File: config.mk
export PLATFORM = sky130hd
export DESIGN_NAME = trapm_div
export DESIGN_NICKNAME = d
export VERILOG_FILES = /design/src/traffic_rate_average_peak_monitor_macros.svh /design/src/trapm_pkg.sv /design/src/trapm_div.sv
export SDC_FILE = /design/constraint.sdc
export NUM_CORES = 1
export LEC_CHECK = 0
export BUFFER_PORTS_ARGS = -buffer_cell sky130_fd_sc_hd__buf_2
export CAP_MARGIN = 20
export CORE_MARGIN = 4
export CORE_UTILIZATION = 55
export CTS_BUF_LIST = sky130_fd_sc_hd__clkbuf_8 sky130_fd_sc_hd__clkbuf_16
export DETAILED_ROUTE_END_ITERATION = 16
export PLACE_DENSITY = 0.86
export SETUP_SLACK_MARGIN = 0.15
export SYNTH_ARGS = -nofsm -noshare
export SYNTH_HDL_FRONTEND = slang
export SYNTH_SLANG_ARGS = --single-unit
File: constraint.sdc
create_clock -name clk -period 4.05 [get_ports clk]
set_input_delay 0.405 -clock clk [delete_from_list [all_inputs] [get_ports clk]]
set_output_delay 0.405 -clock clk [all_outputs]
set_load 0.05 [all_outputs]
File: src/traffic_rate_average_peak_monitor_macros.svh
// ---------------------------------------------------------------------------
// Traffic rate monitor assertion macros
// Shorthand for the clocked, reset-gated checks used by the monitor.
// ---------------------------------------------------------------------------
`ifndef TRAFFIC_RATE_AVERAGE_PEAK_MONITOR_MACROS_SVH
`define TRAFFIC_RATE_AVERAGE_PEAK_MONITOR_MACROS_SVH

// Same-cycle implication.
`define TRAPM_ASSERT_NOW(label, ante, cons, msg) \
    label: assert property (@(posedge clk) disable iff (!rst_n) (ante) |-> (cons)) \
        else $error(msg);

// Next-cycle implication.
`define TRAPM_ASSERT_NEXT(label, ante, cons, msg) \
    label: assert property (@(posedge clk) disable iff (!rst_n) (ante) |=> (cons)) \
        else $error(msg);

`endif

File: src/trapm_pkg.sv
// ---------------------------------------------------------------------------
// Traffic rate monitor package
// Field widths, beat types and sequencer states shared by the monitor.
// ---------------------------------------------------------------------------
`timescale 1ns / 1ps

package trapm_pkg;

    localparam int TOTAL_W    = 63;
    localparam int RATE_W     = 32;
    localparam int FIX_W      = 40;
    localparam int FRAC_W     = 8;
    localparam int WIN_W      = 13;
    localparam int SUM_W      = RATE_W + WIN_W;
    localparam int DIVIDEND_W = SUM_W + FRAC_W;

    localparam logic [WIN_W-1:0]  WINDOW_RESET = 13'd30;
    localparam logic [RATE_W-1:0] RATE_MAX     = 32'hFFFF_FFFF;

    typedef struct packed {
        logic [TOTAL_W-1:0] received_total_bytes;
        logic [TOTAL_W-1:0] sent_total_bytes;
    } in_t;

    typedef struct packed {
        logic [TOTAL_W-1:0] received_total_echo;
        logic [TOTAL_W-1:0] sent_total_echo;
        logic [FIX_W-1:0]   received_average;
        logic [FIX_W-1:0]   sent_average;
        logic [FIX_W-1:0]   received_peak;
        logic [FIX_W-1:0]   sent_peak;
        logic               baseline_only;
    } out_t;

    typedef enum logic [4:0] {
        ST_IDLE,
        ST_DELTA,
        ST_SUM_RD,
        ST_SUM_ACC,
        ST_DIV_RX_GO,
        ST_DIV_RX_WAIT,
        ST_DIV_TX_GO,
        ST_DIV_TX_WAIT,
        ST_SM_WR,
        ST_PEAK_RD,
        ST_PEAK_CMP,
        ST_DONE,
        ST_RB_INIT,
        ST_RB_ENTRY,
        ST_RB_SUB_RD,
        ST_RB_SUB,
        ST_RB_ADD_RD,
        ST_RB_ADD
    } state_t;

endpackage

File: src/trapm_div.sv
// ---------------------------------------------------------------------------
// Traffic rate monitor divider
// Restoring divider, one quotient bit per cycle, shared by both channels.
// ---------------------------------------------------------------------------
`timescale 1ns / 1ps

module trapm_div (
    input  logic                                  clk,
    input  logic                                  rst_n,
    input  logic                                  start,
    input  logic [trapm_pkg::DIVIDEND_W-1:0]      dividend,
    input  logic [trapm_pkg::WIN_W-1:0]           divisor,
    output logic                                  done,
    output logic [trapm_pkg::DIVIDEND_W-1:0]      quotient
);

    localparam int CNT_W = $clog2(trapm_pkg::DIVIDEND_W);
    localparam logic [CNT_W-1:0] LAST_BIT = CNT_W'(trapm_pkg::DIVIDEND_W - 1);

    logic                                 run_reg, run_next;
    logic                                 done_reg, done_next;
    logic [CNT_W-1:0]                     cnt_reg, cnt_next;
    logic [trapm_pkg::WIN_W-1:0]          rem_reg, rem_next;
    logic [trapm_pkg::DIVIDEND_W-1:0]     quo_reg, quo_next;
    logic [trapm_pkg::WIN_W-1:0]          div_reg, div_next;
    logic [trapm_pkg::WIN_W:0]            trial;
    logic [trapm_pkg::WIN_W:0]            diff;
    logic                                 fits;

    // Shift the next dividend bit into the partial remainder.
    assign trial = {rem_reg, quo_reg[trapm_pkg::DIVIDEND_W-1]};
    assign diff  = trial - {1'b0, div_reg};
    assign fits  = trial >= {1'b0, div_reg};

    always_comb
    begin
        run_next  = run_reg;
        done_next = 1'b0;
        cnt_next  = cnt_reg;
        rem_next  = rem_reg;
        quo_next  = quo_reg;
        div_next  = div_reg;
        if (start)
        begin
            run_next = 1'b1;
            cnt_next = '0;
            rem_next = '0;
            quo_next = dividend;
            div_next = divisor;
        end
        else if (run_reg)
        begin
            rem_next = fits ? diff[trapm_pkg::WIN_W-1:0] : trial[trapm_pkg::WIN_W-1:0];
            quo_next = {quo_reg[trapm_pkg::DIVIDEND_W-2:0], fits};
            cnt_next = cnt_reg + 1'b1;
            if (cnt_reg == LAST_BIT)
            begin
                run_next  = 1'b0;
                done_next = 1'b1;
            end
        end
    end

    always_ff @(posedge clk or negedge rst_n)
    begin
        if (!rst_n)
        begin
            run_reg  <= 1'b0;
            done_reg <= 1'b0;
            cnt_reg  <= '0;
        end
        else
        begin
            run_reg  <= run_next;
            done_reg <= done_next;
            cnt_reg  <= cnt_next;
        end
    end

    always_ff @(posedge clk)
    begin
        rem_reg <= rem_next;
        quo_reg <= quo_next;
        div_reg <= div_next;
    end

    assign done     = done_reg;
    assign quotient = quo_reg;

endmodule

* Yosys cells after proc, flatten, opt, wreduce, memory -nomap -nowiden
Index checks and enable logic that the tools add are counted.
** Word-level totals
- Output and inout bits :: 54
- Register bits after elaboration :: 87
- Logic and storage cells :: 22
** Cells by class
- $lt $le $gt $ge :: 1
- Equality and inequality tests :: 1
- Reduce and logical (&&, ||, !) cells :: 1
- Add/sub/neg operators :: 2
- Multiplexer cells :: 11
** Operator list (number)
- $mux 53 :: 2
- $ge 14x13->1 :: 1
- $mux 13 :: 1
- $sub 13x13->13 :: 1
- $mux 6 :: 2
- $add 6x1->6 const B :: 1
- $eq 6x6->1 const B :: 1
- $mux 1 :: 6
- $reduce_bool 2->1 :: 1

* Logic depth before layout (Yosys ltp)
- Word-level depth :: 4
- Gate-level depth with buffers :: 11
- Depth with buffers taken out :: 10

* Worst setup path before layout
No wires, ideal clock.
- Path type :: register -> register
- Start :: register quo_reg, in the netlist quotient[52]
- End :: register quo_reg, in the netlist quotient[0] (data pin)
- Path buffers :: 1
- Stages on the path, launching flop included :: 11
- Setup time :: 0.260 ns
- Period minus slack after synthesis :: 2.861 ns
- Slack :: 1.189 ns
- Arrival time :: 2.601 ns
- Cell sequence :: edfxtp_1 > inv_1 > ha_1 > inv_1 > fa_1 > a211o_1 > a21o_2 > a31oi_2 > o31ai_4 > buf_2 > mux2_2
** Between the ends
- Longest elaborated chain between the ends :: 3
** RTL lines
- start, declared :: line trapm_div.sv:24 : logic [trapm_pkg::DIVIDEND_W-1:0] quo_reg, quo_next;
- start signal, assigned :: line trapm_div.sv:83 : quo_reg <= quo_next;
- $ge 14x13->1 :: line trapm_div.sv:33 : assign fits = trial >= {1'b0, div_reg};
- $mux 53 :: line trapm_div.sv:51 : else if (run_reg)
- $mux 53 :: line trapm_div.sv:43 : if (start)
- net quo_next (one bit) :: line trapm_div.sv:24
The timed path passes the listed nets, and every way through them passes these cells. The select of a mux whose other input is x is not followed.
A chain may end at the register's enable or synchronous reset.

* Final worst setup path
- Start :: register quo_reg, in the netlist quotient[52]
- End :: register rem_reg[0] (netlist name)
** Between the ends
- Longest elaborated chain between the ends :: 2
- Elaborated cells on any way between the ends :: 3
- Those cells by class :: add/sub (1); order compare (1); mux (1)
** RTL lines
- $sub 13x13->13 / $ge 14x13->1 (equally long branches) :: line trapm_div.sv:32, trapm_div.sv:33
- $mux 13 (*) :: line trapm_div.sv:53 : rem_next = fits ? diff[trapm_pkg::WIN_W-1:0] : trial[trapm_pkg::WIN_W-1:0];
- end signal, assigned :: line trapm_div.sv:82 : rem_reg <= rem_next;
- end, declared :: line trapm_div.sv:23 : logic [trapm_pkg::WIN_W-1:0] rem_reg, rem_next;
Every way passes the cells marked *; elsewhere a longest branch is shown, timed or not.

==> metrics.md <==
| Metric | Value |
|---|---|
| Fmax | approximately 0.35 GHz |
| Hpwl dp | around 6800 um |
| Max reg flops | 53 |
| Final Cycle Share | between 70 and 80% |
| Area of the multi-input gates | about 0.0017 mm2 |
| Cts bufs inserted | 9 |
| Min-delay worst type | in -> reg |
| Mapped Cells | between 300 and 400 |
| Floorplan row count | 32 |
| Max Cap Violations | 0 |
| Clock skew | around 0.011 ns |
| Die width | about 97 um |
| Syn Area/Cell | 13.3 um2 |
| Ranking of synthesized cells by area | edfxtp_1 46%, mux2_2 14%, dfxtp_1 6.0% |
| Clk buf depth | 2 |
| Area share of the largest cell type after synthesis | 46.0% |
| Hold EP | div_reg[6] |
| CP startpoint kind | register |
| Register cell area after layout | 0.00244 mm2 |
| Port bufs | roughly 120 |
| Gr usage total | 21.2% |
| Final design utilization | just under 70% |
| Status | finished clean |
| Part of the power in combinational logic | 37.4% |
| Die area | 0.00931 mm2 |
| Worst-path fanout max | 21 |
| Synth Register Bits | 87 |
| Switching share of power | 36.5% |
| Design area | about 0.0052 mm2 |
| Starting density of the core | a little under three fifths |
| Classification of the worst setup path | reg -> reg |
| Critical path data required time | 4.33 ns |
| Fillcell total | 589 |
| Hold Buf Count CTS | 1 |
| Number of H-tree levels | 3 |
| Post-synth EDFFs | 66 |
| Share of layout cells above drive strength 1 | between 40% and 50% |
| Worst r2r src | quotient[52] |
| Rel. slew slack | a little over a third |
| Clock Sinks | 87 |
| Flop-to-flop setup slack | 1.16 ns |
| Max VDD drop | between 300 and 400 uV |
| Largest net degree at the start of global routing | 54 |
| Total grt overflow | 0 |
| Layout Area Growth over Synthesis | 20.6% |
| Hold Fails Final Rpt | 0 |
| Clock group share of total power | about a fifth |
| Antenna violations before repair | 0 |
| Seq pwr share | a little over two fifths |
| Yosys cell types | 50 |
| Pre-antenna DRT Iters | 4 |
| Root Driver | clkbuf_8 |
| Global-route wire length before repair | around 15000 um |
| CP startpoint | quotient[52] |
| Warnings from Yosys | 0 |
| Vias in the first global route | 3173 |
| Drt total wl | about 9400 um |
| Post-CTS sizing | 0 |
| # diodes | 0 |
| Dpl cell area | 0.00498 mm2 |
| Seq/Total Area, Yosys | around 57% |
| CP arrival | about 3.2 ns |
| Post-Syn Nets | 409 |
| Worst-Margin Slew | ~0.96 ns |
| Unrepaired setup endpoints after global routing | no |
| Via count | ~3000 |
| DR vias/cell | ~5.5 |
| Setup bufs post-CTS | 0 |
| Nets@finish | between 500 and 600 |
| Critical Path Sink Type | register |
| Hold path depth | 1 |
| Clk slew on worst S/H paths | roughly 0.080 ns |
| DR iter-0 viols | 150 |
| Post-synthesis cell area | between 0.004 and 0.005 mm2 |
| Top FF cell, synth | edfxtp_1 |
| Final period demand of the worst path | 2.89 ns |
| Largest area contributor in the netlist | edfxtp_1 |
| Capturing point of the worst reg2reg path | rem_reg[0] |
| CTS tree | done |
| Die Ht | a little under 100 um |
| Setup violators final | 0 |
| Hold path start | divisor[6] |
| Total negative slack | 0 ns |
| Pleak | roughly 2.3 nW |
| Core area | 0.00769 mm2 |
| Placer Congestion | approximately 0.9 |
| Post-DRT Antenna Nets | 0 |
| Post-synth ARST share | a little under a tenth |
| Wire per inst | about 17 um |
| P_int | roughly 1.8 mW |
| Pwr Density | about 540 mW/mm2 |
| Psw | a little over 1 mW |
| Fin. max-slew vios | 0 |
| R2R cell count | 10 |
| Later-pin clock latency in the skew report | 0.35 ns |
| I/O pins | approximately 120 |
| Post-route DRC | 0 |
==> worst max-delay path: stages, from the launching register on <==
cell      delay (ns)
edfxtp_1        0.36
inv_1           0.06
ha_1            0.21
inv_1           0.07
fa_1            0.24
a211o_1         0.17
a21o_2          0.18
a31oi_2         0.06
o31ai_4         0.85
mux2_1          0.40
a211oi_2        0.20
==> area by class of cell <==
type	instances	area share [%]
Sequential cell	87	47.0
Inverter	19	1.37
Multi-Input combinational cell	199	33.0
Tap cell	102	2.46
Timing Repair Buffer	126	12.7
Clock inverter	7	1.16
Clock buffer	9	2.38
==> synth_stat cells (8+ instances only) <==
master    instances
a21oi_1           9
clkbuf_1         12
dfrtp_1           8
dfxtp_1          13
edfxtp_1         66
ha_1             15
inv_1            19
mux2_2           53
nand2_1          10
nor2_1           21
==> per-stage QoR <==
stage | power [mW] | std cells | setup slack, ns | hold slack (ns)
3_3_place_gp | 2.19 | 531 | 1.32 | 0.253
5_1_grt | 2.95 | 549 | 1.00 | 0.214
4_1_cts | 2.81 | 548 | 1.15 | 0.213
2_1_floorplan | 2.02 | 324 | 1.19 | 0.109
6_report | 2.80 | 549 | 1.16 | 0.227
3_5_place_dp | 2.23 | 531 | 1.20 | 0.253
==> routing by layer <==
layer	up-vias	routed length [um]	track usage [%]
met4	0	220	10.4
met5	-	0	0
met2	111	4650	33.5
li1	1451	-	-
met1	1430	3740	25.8
met3	18	793	7.36
==> power groups by stage <==
stage / logic (mW) / registers (mW) / clock network, mW
finish: 1.04 / 1.18 / 0.573
global placement: 1.00 / 1.19 / 0
detailed placement: 1.03 / 1.20 / 0
global route: 1.13 / 1.20 / 0.625
CTS: 1.04 / 1.18 / 0.585
floorplan: 0.611 / 1.40 / 0
==> layout by cell type, fill, tap and decap left out, types with 7 or more instances in the layout <==
| cell | instances |
|---|---|
| dfrtp_1 | 8 |
| xnor2_1 | 7 |
| xor2_1 | 7 |
| dfxtp_1 | 13 |
| edfxtp_1 | 66 |
| nor2_1 | 21 |
| a21oi_1 | 9 |
| buf_2 | 121 |
| ha_1 | 15 |
| clkbuf_8 | 9 |
| mux2_2 | 53 |
| a211oi_1 | 7 |
| nand2_1 | 10 |
| inv_1 | 21 |
==> kinds of logic after synthesis <==
group / count (synthesis) / share of synthesized area, %
compound gates: 56 / 10.5
xor+xnor: 14 / 2.85
fa+ha+maj: 16 / 4.82
buf+inv: 38 / 3.54
flops: 87 / 56.7
mux: 60 / 15.5
simple gates: 53 / 6.07
==> worst max path at each step <==
stage | slack [ns] | to | cells past startpoint
floorplan | 1.19 | quotient[0] | 10
global placement | 1.32 | rem_reg[0] | 10
detailed placement | 1.20 | rem_reg[0] | 10
CTS | 1.15 | rem_reg[0] | 10
global route | 1.00 | rem_reg[0] | 10
finish | 1.16 | rem_reg[0] | 10
(Power assumes the default switching activity.)
